`src/design/pps_pkg.sv`:
```
// ============================================================================
// pps_pkg: shared types and constants of the preemptive priority scheduler
// Table geometry, request kinds, table entry and compare status types.
// ============================================================================
package pps_pkg;

    localparam int MAX_TASKS = 16;
    localparam int SLOT_W    = (MAX_TASKS > 1) ? $clog2(MAX_TASKS) : 1;

    localparam logic [15:0] TIME_MAX = 16'hFFFF;

    localparam logic [1:0] KIND_CLEAR = 2'd0;
    localparam logic [1:0] KIND_LOAD  = 2'd1;
    localparam logic [1:0] KIND_TICK  = 2'd2;

    typedef struct packed {
        logic [15:0] task_id;
        logic [15:0] arrival_time;
        logic [15:0] remaining;
        logic [7:0]  priority_level;
    } entry_t;

    typedef struct packed {
        logic has_work;   // valid and remaining work nonzero
        logic eligible;   // has work and has arrived
        logic take;       // eligible and wins over the current best
    } cmp_res_t;

endpackage

```
`src/design/pps_cmd_if.sv`:
```
// ============================================================================
// pps_cmd_if: request channel of the scheduler
// Valid/ready channel that carries one clear, load or tick request.
// ============================================================================
interface pps_cmd_if;
    logic        valid;
    logic        ready;
    logic [1:0]  kind;
    logic [3:0]  slot;
    logic [15:0] task_id;
    logic [15:0] arrival_time;
    logic [15:0] run_time;
    logic [7:0]  priority_level;

    modport source (
        output valid, kind, slot, task_id, arrival_time, run_time, priority_level,
        input  ready
    );
    modport sink (
        input  valid, kind, slot, task_id, arrival_time, run_time, priority_level,
        output ready
    );
endinterface

```
`src/design/pps_rsp_if.sv`:
```
// ============================================================================
// pps_rsp_if: result channel of the scheduler
// Valid/ready channel that carries the outcome of one tick.
// ============================================================================
interface pps_rsp_if;
    logic        valid;
    logic        ready;
    logic [15:0] running_id;
    logic        idle;
    logic [15:0] tick_time;
    logic        all_done;

    modport source (
        output valid, running_id, idle, tick_time, all_done,
        input  ready
    );
    modport sink (
        input  valid, running_id, idle, tick_time, all_done,
        output ready
    );
endinterface

```
`src/design/pps_table.sv`:
```
// ============================================================================
// pps_table: task table storage
// One write port shared by loads and run-time decrements, one registered
// scan read port.
// ============================================================================
module pps_table (
    input  logic                       clk,
    input  logic                       rst_n,
    input  logic                       clear,
    input  logic                       wr_en,
    input  logic [pps_pkg::SLOT_W-1:0] wr_slot,
    input  pps_pkg::entry_t            wr_data,
    input  logic [pps_pkg::SLOT_W-1:0] rd_idx,
    output pps_pkg::entry_t            rd_data,
    output logic                       rd_valid
);

    pps_pkg::entry_t                    entry_reg [pps_pkg::MAX_TASKS];
    logic [pps_pkg::MAX_TASKS-1:0]      valid_reg;
    pps_pkg::entry_t                    rd_data_reg;
    logic                               rd_valid_reg;

    always_ff @(posedge clk or negedge rst_n)
    begin
        if (!rst_n)
        begin
            valid_reg    <= '0;
            rd_valid_reg <= 1'b0;
        end
        else
        begin
            rd_valid_reg <= valid_reg[rd_idx];
            if (clear)
            begin
                valid_reg <= '0;
            end
            else if (wr_en)
            begin
                valid_reg[wr_slot] <= 1'b1;
            end
        end
    end

    always_ff @(posedge clk)
    begin
        if (wr_en)
        begin
            entry_reg[wr_slot] <= wr_data;
        end
        rd_data_reg <= entry_reg[rd_idx];
    end

    assign rd_data  = rd_data_reg;
    assign rd_valid = rd_valid_reg;

endmodule

```
`src/design/pps_cmp.sv`:
```
// ============================================================================
// pps_cmp: shared compare unit
// Checks one table entry for readiness and ranks it against the best so far.
// ============================================================================
module pps_cmp (
    input  pps_pkg::entry_t  cand,
    input  logic             cand_valid,
    input  pps_pkg::entry_t  best,
    input  logic             best_found,
    input  logic [15:0]      now,
    output pps_pkg::cmp_res_t res
);

    logic beats;

    // Priority first, then arrival, then id; a full tie keeps the lower slot.
    always_comb
    begin
        priority if (cand.priority_level != best.priority_level)
        begin
            beats = cand.priority_level < best.priority_level;
        end
        else if (cand.arrival_time != best.arrival_time)
        begin
            beats = cand.arrival_time < best.arrival_time;
        end
        else
        begin
            beats = cand.task_id < best.task_id;
        end
    end

    always_comb
    begin
        res.has_work = cand_valid && (cand.remaining != 16'd0);
        res.eligible = res.has_work && (cand.arrival_time <= now);
        res.take     = res.eligible && (!best_found || beats);
    end

endmodule

```
`src/design/preemptive_priority_scheduler.sv`:
```
// ============================================================================
// preemptive_priority_scheduler: priority task scheduler with a task table
// Sequencer that scans the table through one shared compare unit per tick.
// ============================================================================
// Usage:
//   cmd carries requests: clear (empties the table, time back to zero),
//   load (writes one table slot, ignored beyond the table) and tick.
//   Only a tick gives a result on rsp: the id of the task that ran, the
//   idle flag, the tick time and the all-done flag.
//   Clear and load complete on acceptance. A tick is accepted, then steps
//   through every table slot in turn in the shared compare unit, then
//   retires; cmd.ready is low meanwhile.
//   The result sits in an output register, so new requests are taken while
//   it waits; a tick that finishes while the previous result is still not
//   taken holds in its retire cycle until rsp.ready frees the register.
//   Reset empties the table, zeroes time and drops any pending result.
// ============================================================================
module preemptive_priority_scheduler (
    input  logic      clk,
    input  logic      rst_n,
    pps_cmd_if.sink   cmd,
    pps_rsp_if.source rsp
);

    typedef enum logic [1:0] {ST_IDLE, ST_SCAN, ST_FIN} state_t;

    localparam logic [pps_pkg::SLOT_W-1:0] LAST_IDX = pps_pkg::SLOT_W'(pps_pkg::MAX_TASKS - 1);

    state_t                       state_reg;
    logic [pps_pkg::SLOT_W-1:0]   idx_reg;
    logic [15:0]                  time_reg;
    logic                         found_reg;
    pps_pkg::entry_t              best_reg;
    logic [pps_pkg::SLOT_W-1:0]   best_slot_reg;
    logic [1:0]                   work_cnt_reg;   // entries with work, saturates at two

    logic                         out_valid_reg;
    logic [15:0]                  out_id_reg;
    logic                         out_idle_reg;
    logic [15:0]                  out_time_reg;
    logic                         out_done_reg;

    logic                         accept;
    logic                         retire;
    logic                         load_ok;
    logic                         tbl_clear;
    logic                         tbl_wr_en;
    logic [pps_pkg::SLOT_W-1:0]   tbl_wr_slot;
    pps_pkg::entry_t              tbl_wr_data;
    logic [pps_pkg::SLOT_W-1:0]   rd_idx;
    pps_pkg::entry_t              rd_data;
    logic                         rd_valid;
    pps_pkg::cmp_res_t            cmp_res;
    logic                         work_left;

    assign cmd.ready = (state_reg == ST_IDLE);
    assign accept    = cmd.valid && cmd.ready;
    assign retire    = (state_reg == ST_FIN) && (!out_valid_reg || rsp.ready);
    assign load_ok   = (32'(cmd.slot) < pps_pkg::MAX_TASKS);

    // Table read is registered: fetch slot 0 while idle, then one slot ahead of the scan.
    assign rd_idx = (state_reg == ST_SCAN) ? (idx_reg + pps_pkg::SLOT_W'(1)) : '0;

    // The picked entry is counted in work_cnt; it drops out if this was its last unit.
    assign work_left = (work_cnt_reg == 2'd2) ||
                       ((work_cnt_reg == 2'd1) &&
                        !(found_reg && (best_reg.remaining == 16'd1)));

    always_comb
    begin
        tbl_clear   = accept && (cmd.kind == pps_pkg::KIND_CLEAR);
        tbl_wr_en   = 1'b0;
        tbl_wr_slot = pps_pkg::SLOT_W'(cmd.slot);
        tbl_wr_data = '{task_id:        cmd.task_id,
                        arrival_time:   cmd.arrival_time,
                        remaining:      cmd.run_time,
                        priority_level: cmd.priority_level};
        if (accept && (cmd.kind == pps_pkg::KIND_LOAD) && load_ok)
        begin
            tbl_wr_en = 1'b1;
        end
        else if (retire && found_reg)
        begin
            tbl_wr_en             = 1'b1;
            tbl_wr_slot           = best_slot_reg;
            tbl_wr_data           = best_reg;
            tbl_wr_data.remaining = best_reg.remaining - 16'd1;
        end
    end

    pps_table u_table (
        .clk      (clk),
        .rst_n    (rst_n),
        .clear    (tbl_clear),
        .wr_en    (tbl_wr_en),
        .wr_slot  (tbl_wr_slot),
        .wr_data  (tbl_wr_data),
        .rd_idx   (rd_idx),
        .rd_data  (rd_data),
        .rd_valid (rd_valid)
    );

    pps_cmp u_cmp (
        .cand       (rd_data),
        .cand_valid (rd_valid),
        .best       (best_reg),
        .best_found (found_reg),
        .now        (time_reg),
        .res        (cmp_res)
    );

    always_ff @(posedge clk or negedge rst_n)
    begin
        if (!rst_n)
        begin
            state_reg     <= ST_IDLE;
            idx_reg       <= '0;
            time_reg      <= '0;
            found_reg     <= 1'b0;
            best_reg      <= '0;
            best_slot_reg <= '0;
            work_cnt_reg  <= '0;
            out_valid_reg <= 1'b0;
            out_id_reg    <= '0;
            out_idle_reg  <= 1'b0;
            out_time_reg  <= '0;
            out_done_reg  <= 1'b0;
        end
        else
        begin
            if (out_valid_reg && rsp.ready)
            begin
                out_valid_reg <= 1'b0;
            end
            unique case (state_reg)
                ST_IDLE:
                begin
                    if (accept)
                    begin
                        if (cmd.kind == pps_pkg::KIND_CLEAR)
                        begin
                            time_reg <= '0;
                        end
                        else if (cmd.kind == pps_pkg::KIND_TICK)
                        begin
                            idx_reg      <= '0;
                            found_reg    <= 1'b0;
                            work_cnt_reg <= '0;
                            state_reg    <= ST_SCAN;
                        end
                    end
                end
                ST_SCAN:
                begin
                    if (cmp_res.take)
                    begin
                        found_reg     <= 1'b1;
                        best_reg      <= rd_data;
                        best_slot_reg <= idx_reg;
                    end
                    if (cmp_res.has_work && (work_cnt_reg != 2'd2))
                    begin
                        work_cnt_reg <= work_cnt_reg + 2'd1;
                    end
                    if (idx_reg == LAST_IDX)
                    begin
                        state_reg <= ST_FIN;
                    end
                    else
                    begin
                        idx_reg <= idx_reg + pps_pkg::SLOT_W'(1);
                    end
                end
                ST_FIN:
                begin
                    if (retire)
                    begin
                        out_valid_reg <= 1'b1;
                        out_id_reg    <= found_reg ? best_reg.task_id : 16'd0;
                        out_idle_reg  <= !found_reg;
                        out_time_reg  <= time_reg;
                        out_done_reg  <= !work_left;
                        if (time_reg != pps_pkg::TIME_MAX)
                        begin
                            time_reg <= time_reg + 16'd1;
                        end
                        state_reg <= ST_IDLE;
                    end
                end
                default:
                begin
                    state_reg <= ST_IDLE;
                end
            endcase
        end
    end

    assign rsp.valid      = out_valid_reg;
    assign rsp.running_id = out_id_reg;
    assign rsp.idle       = out_idle_reg;
    assign rsp.tick_time  = out_time_reg;
    assign rsp.all_done   = out_done_reg;

endmodule
```
`src/flat_wrapper.sv`:
```
// flat-port wrapper written by rule: the top's interface ports become plain ports
module preemptive_priority_scheduler_flat 
  (clk, rst_n, cmd_valid, cmd_kind, cmd_slot, cmd_task_id, cmd_arrival_time, cmd_run_time, cmd_priority_level, cmd_ready, rsp_valid, rsp_running_id, rsp_idle, rsp_tick_time, rsp_all_done, rsp_ready);
  pps_cmd_if cmd_i ();
  pps_rsp_if rsp_i ();
  input  logic clk;
  input  logic rst_n;
  input wire logic [$bits(cmd_i.valid)-1:0] cmd_valid;
  input wire logic [$bits(cmd_i.kind)-1:0] cmd_kind;
  input wire logic [$bits(cmd_i.slot)-1:0] cmd_slot;
  input wire logic [$bits(cmd_i.task_id)-1:0] cmd_task_id;
  input wire logic [$bits(cmd_i.arrival_time)-1:0] cmd_arrival_time;
  input wire logic [$bits(cmd_i.run_time)-1:0] cmd_run_time;
  input wire logic [$bits(cmd_i.priority_level)-1:0] cmd_priority_level;
  output wire logic [$bits(cmd_i.ready)-1:0] cmd_ready;
  output wire logic [$bits(rsp_i.valid)-1:0] rsp_valid;
  output wire logic [$bits(rsp_i.running_id)-1:0] rsp_running_id;
  output wire logic [$bits(rsp_i.idle)-1:0] rsp_idle;
  output wire logic [$bits(rsp_i.tick_time)-1:0] rsp_tick_time;
  output wire logic [$bits(rsp_i.all_done)-1:0] rsp_all_done;
  input wire logic [$bits(rsp_i.ready)-1:0] rsp_ready;
  assign cmd_i.valid = cmd_valid;
  assign cmd_i.kind = cmd_kind;
  assign cmd_i.slot = cmd_slot;
  assign cmd_i.task_id = cmd_task_id;
  assign cmd_i.arrival_time = cmd_arrival_time;
  assign cmd_i.run_time = cmd_run_time;
  assign cmd_i.priority_level = cmd_priority_level;
  assign cmd_ready = cmd_i.ready;
  assign rsp_valid = rsp_i.valid;
  assign rsp_running_id = rsp_i.running_id;
  assign rsp_idle = rsp_i.idle;
  assign rsp_tick_time = rsp_i.tick_time;
  assign rsp_all_done = rsp_i.all_done;
  assign rsp_i.ready = rsp_ready;
  preemptive_priority_scheduler u_core (.clk(clk), .rst_n(rst_n), .cmd(cmd_i), .rsp(rsp_i));
endmodule
```
`config.mk`:
```
export PLATFORM = sky130hd
export DESIGN_NAME = preemptive_priority_scheduler_flat
export DESIGN_NICKNAME = d
export VERILOG_FILES = /design/src/design/pps_pkg.sv /design/src/design/pps_cmd_if.sv /design/src/design/pps_rsp_if.sv /design/src/design/pps_table.sv /design/src/design/pps_cmp.sv /design/src/design/preemptive_priority_scheduler.sv /design/src/flat_wrapper.sv
export SDC_FILE = /design/constraint.sdc
export NUM_CORES = 2
export LEC_CHECK = 0
export BUFFER_PORTS_ARGS = -buffer_cell sky130_fd_sc_hd__buf_4
export CAP_MARGIN = 20
export CORE_MARGIN = 8
export CORE_UTILIZATION = 33
export DETAILED_ROUTE_END_ITERATION = 6
export SLEW_MARGIN = 25
export SYNTH_ARGS = -nofsm -noshare
export SYNTH_HDL_FRONTEND = slang
export SYNTH_SLANG_ARGS = --single-unit
```
`constraint.sdc`:
```
create_clock -name clk -period 15.1 [get_ports clk]
set_input_delay 1.51 -clock clk [delete_from_list [all_inputs] [get_ports clk]]
set_output_delay 1.51 -clock clk [all_outputs]
set_load 0.02 [all_outputs]
```
==> qor.yml <==
global_routing:
  grt_overflow: 0
  grt_max_degree: 188
  grt_antenna_before_repair: 3
  grt_first_pass_wirelength_um: 165300
  track_usage_pct: 14.92
  grt_pass1_vias: 24770
critical_path:
  cp.depth: 8
  critPathTopFamily: "simple AND/OR/NAND/NOR gates"
  path_common_cell: "buf_4"
  path_max_fanout: 73
  r2r_cells: 7
  crit_type: "in -> reg"
  arrival_ns: 5.63
  required_ns: 15.40
  end_kind: "flip-flop"
  crit_chain: "buf_4, nand2b_1, and2_1, nand2_4, buf_4, nand3_1, a21oi_4, buf_4"
  crit_path_start_kind: "input port"
  r2r_setup_slack_ns: 10.35
  crit_buf_inv: 3
  max_stage_delay_ns: 0.88
  cp_slowest_cell: "a21oi_4"
cts:
  cts.sinks: 1089
  ctsResizeCount: 0
  clockBufferDepth: 3
  cts_tree: "yes"
  root_buffer: "clkbuf_16"
  clkLatencyLatePin_ns: 0.69
  clk_pin_slew_ns: 0.06
  cts-buffers-inserted: 104
  post_cts_buffers: 0
  htreeDepth: 3
  hold_buffers: 0
detailed_routing:
  route.detailed.drc: 0
  dr_total_vias: 24930
  wl_met3_um: 8077
  met1_length_um: 49770
  dr.pass1.iters: 7
  topRoutingLayerUsed: "met4"
  routed_wl_um: 112000
  wl_met2_um: 51640
  drt-initial-drc-count: 2064
  routedWlPerCell_um: 23.01
  drt-vias-per-instance: 5.122
  drt.antenna.violating_nets: 0
placed_design:
  hpwl_um: 64770
  gp_congestion: 0.7606
  place_ws_ns: 9.021
  port-buffer-count: 101
  dp.cells: 4666
timing:
  timing.slew.headroom_pct: 26.96
  setup_tns_ns: 0
  finalHoldViolCount: 0
  tightest_slew_ns: 1.088
  whs_ns: 0.4785
  max_freq_mhz: 187.7
  setup_violations: 0
  final_max_slew_viol_count: 0
  skew_ns: 0.02569
  layout_setup_ws_ns: 9.772
  rsz0062_at_grt: "no"
  min_period_over_period_pct: 35.29
  period_needed_ns: 5.328
min_path:
  min_path_cells: 2
  hold_class: "reg -> reg"
power_and_ir_drop:
  p_sw_mw: 3.257
  power_leakage_nw: 17.87
  seq_power_share_pct: 38.8
  swShare_pct: 34.03
  vdd_ir_drop_max_uv: 198.4
  power_frac_comb_pct: 33.6
  pwr-share-clk_pct: 27.6
  p_int_mw: 6.313
  p_per_area_nw_per_um2: 187.9
cells_and_area:
  antenna_cells: 0
  multi_input_area_um2: 11980
  nNetsFinal: 3135
  finalNonFillerCells: 4868
  fillers: 12370
  synthToLayoutAreaGrowth_pct: 15.31
  layout-drive-gt1-share_pct: 16.48
  largest_reg_flops: 896
  regArea_um2: 31460
  post-route-util_pct: 38.26
yosys:
  syn-num-nets: 3011
  synth_warnings: 0
  ys_ff_latch: 1089
  yosys_most_used_dff: "edfxtp_1"
  async_reset_ff_share_pct: 12.58
  postSynthCellCount: 2884
  syn_area_um2: 44170
  ys_types: 57
  synth_edf_count: 896
  syn_avg_cell_area_um2: 15.32
  ys_seq_area_share_pct: 71.21
floorplanning:
  start_util_pct: 33.18
  die-area_um2: 145800
  fp.dieW_um: 381.9
  coreArea_um2: 133100
  ioPinCount: 102
  row_count: 134
  die_h_um: 381.9
outcome:
  status: "completed"
job:
  max_cap_violations: 0
[path summary, 6_finish.rpt]
check                                          start                         endpoint
max                                        rsp_ready  u_core.u_table.entry_reg[3][37]
min                        u_core.rsp.running_id[14]        u_core.rsp.running_id[14]
max reg2reg                      u_core.state_reg[1]  u_core.u_table.entry_reg[3][37]
min reg2reg                u_core.rsp.running_id[14]        u_core.rsp.running_id[14]
max in group asynchronous                      rst_n              u_core.rsp.all_done
min in group asynchronous                      rst_n         u_core.rsp.running_id[4]
[final cells by class]
cell class                 instances  share of cell area (%)
sequential                      1089                   61.76
inverter                          66                  0.4864
tap                             1768                   4.343
multi-input combinational       1562                   23.52
clock inverter                    59                   1.140
timing repair buffer             185                   3.029
clock buffer                     139                   5.726
[synthesized netlist by cell type, types with 2 or more instances]
cell type,count,share of area [%]
and4_1,2,0.040
nand2_1,350,3.0
xnor2_1,20,0.40
a21o_1,4,0.068
buf_6,6,0.15
buf_4,4,0.068
and3_1,7,0.099
or4_1,3,0.051
nand2b_1,7,0.099
nor2_1,52,0.44
edfxtp_1,896,61
dfxtp_1,56,2.5
nand3_1,21,0.24
nor2b_1,125,1.8
inv_1,66,0.56
nor3_1,10,0.11
o21ai_0,90,1.0
ha_1,61,1.7
mux2i_1,230,5.2
and2_1,4,0.057
dfrtp_1,137,7.8
o31a_1,4,0.079
a211oi_1,175,3.0
mux2_4,58,2.0
buf_2,22,0.25
clkbuf_1,121,1.0
nand3b_1,4,0.068
a21oi_1,86,0.97
buf_1,14,0.12
or2_2,2,0.028
nand4_1,18,0.25
nor4_1,7,0.099
a22o_1,3,0.059
a31oi_1,60,0.85
a311oi_1,57,1.1
o31ai_1,4,0.068
o21a_1,16,0.27
xor2_1,7,0.14
mux4_2,57,2.9
[tightest hold or removal path: stages, from the launching register on]
cell	delay [ns]
dfrtp_1	0.34
nand2_1	0.05
o21ai_0	0.06
[through the flow]
stage                     power [mW]  cell area (µm²)
after floorplan                6.006            44170
after global placement         6.960            47230
after detailed placement       6.983            47300
after CTS                      9.634            50800
after global routing           10.06            50940
final                          9.570            50940
[power by group through the flow]
stage	Clock, mW	Sequential (mW)	Combinational [mW]
6_report	2.64	3.71	3.22
5_1_grt	2.81	3.74	3.51
4_1_cts	2.69	3.71	3.23
3_5_place_dp	0	3.77	3.21
3_3_place_gp	0	3.77	3.19
2_1_floorplan	0	3.70	2.30
[cell families after synthesis]
| family | Yosys count | share of synthesized area (%) |
|---|---|---|
| buffers and inverters | 233 | 2.178 |
| AND/OR/NAND/NOR | 615 | 6.415 |
| flip-flops | 1089 | 71.21 |
| adder cells (fa/ha/maj) | 61 | 1.728 |
| XOR/XNOR | 27 | 0.5353 |
| AO/OA/AOI/OAI | 513 | 7.823 |
| multiplexers | 346 | 10.11 |
[per-layer routing]
metal	global-route usage [%]	vias to the layer above
met5	0	-
met4	3.874	0
met3	3.460	151
met2	23.70	779
met1	20.63	12690
li1	-	11310
[cell usage in the layout (no fill, tap or decap), types with 5 or more instances in the layout]
cell type,count
clkbuf_1,19
dfxtp_1,56
mux4_2,57
o21a_1,16
buf_16,5
inv_1,66
mux2_4,58
buf_4,175
o21ai_0,76
xnor2_1,20
edfxtp_1,896
a311oi_1,57
mux2i_1,230
dfrtp_1,136
clkinv_2,22
nand3_1,21
ha_1,61
clkbuf_8,14
nor2_4,11
a31oi_1,60
nand4_1,18
nor2b_1,122
o21ai_2,10
o21ai_1,5
xor2_1,7
nor4_1,6
a211oi_1,175
bufinv_16,9
a21oi_1,80
nor3_1,10
clkinv_1,14
nor2_1,42
nand2_1,347
and3_1,7
nand2b_1,6
clkbuf_16,106
No activity file was read; power rests on OpenSTA's default activity.
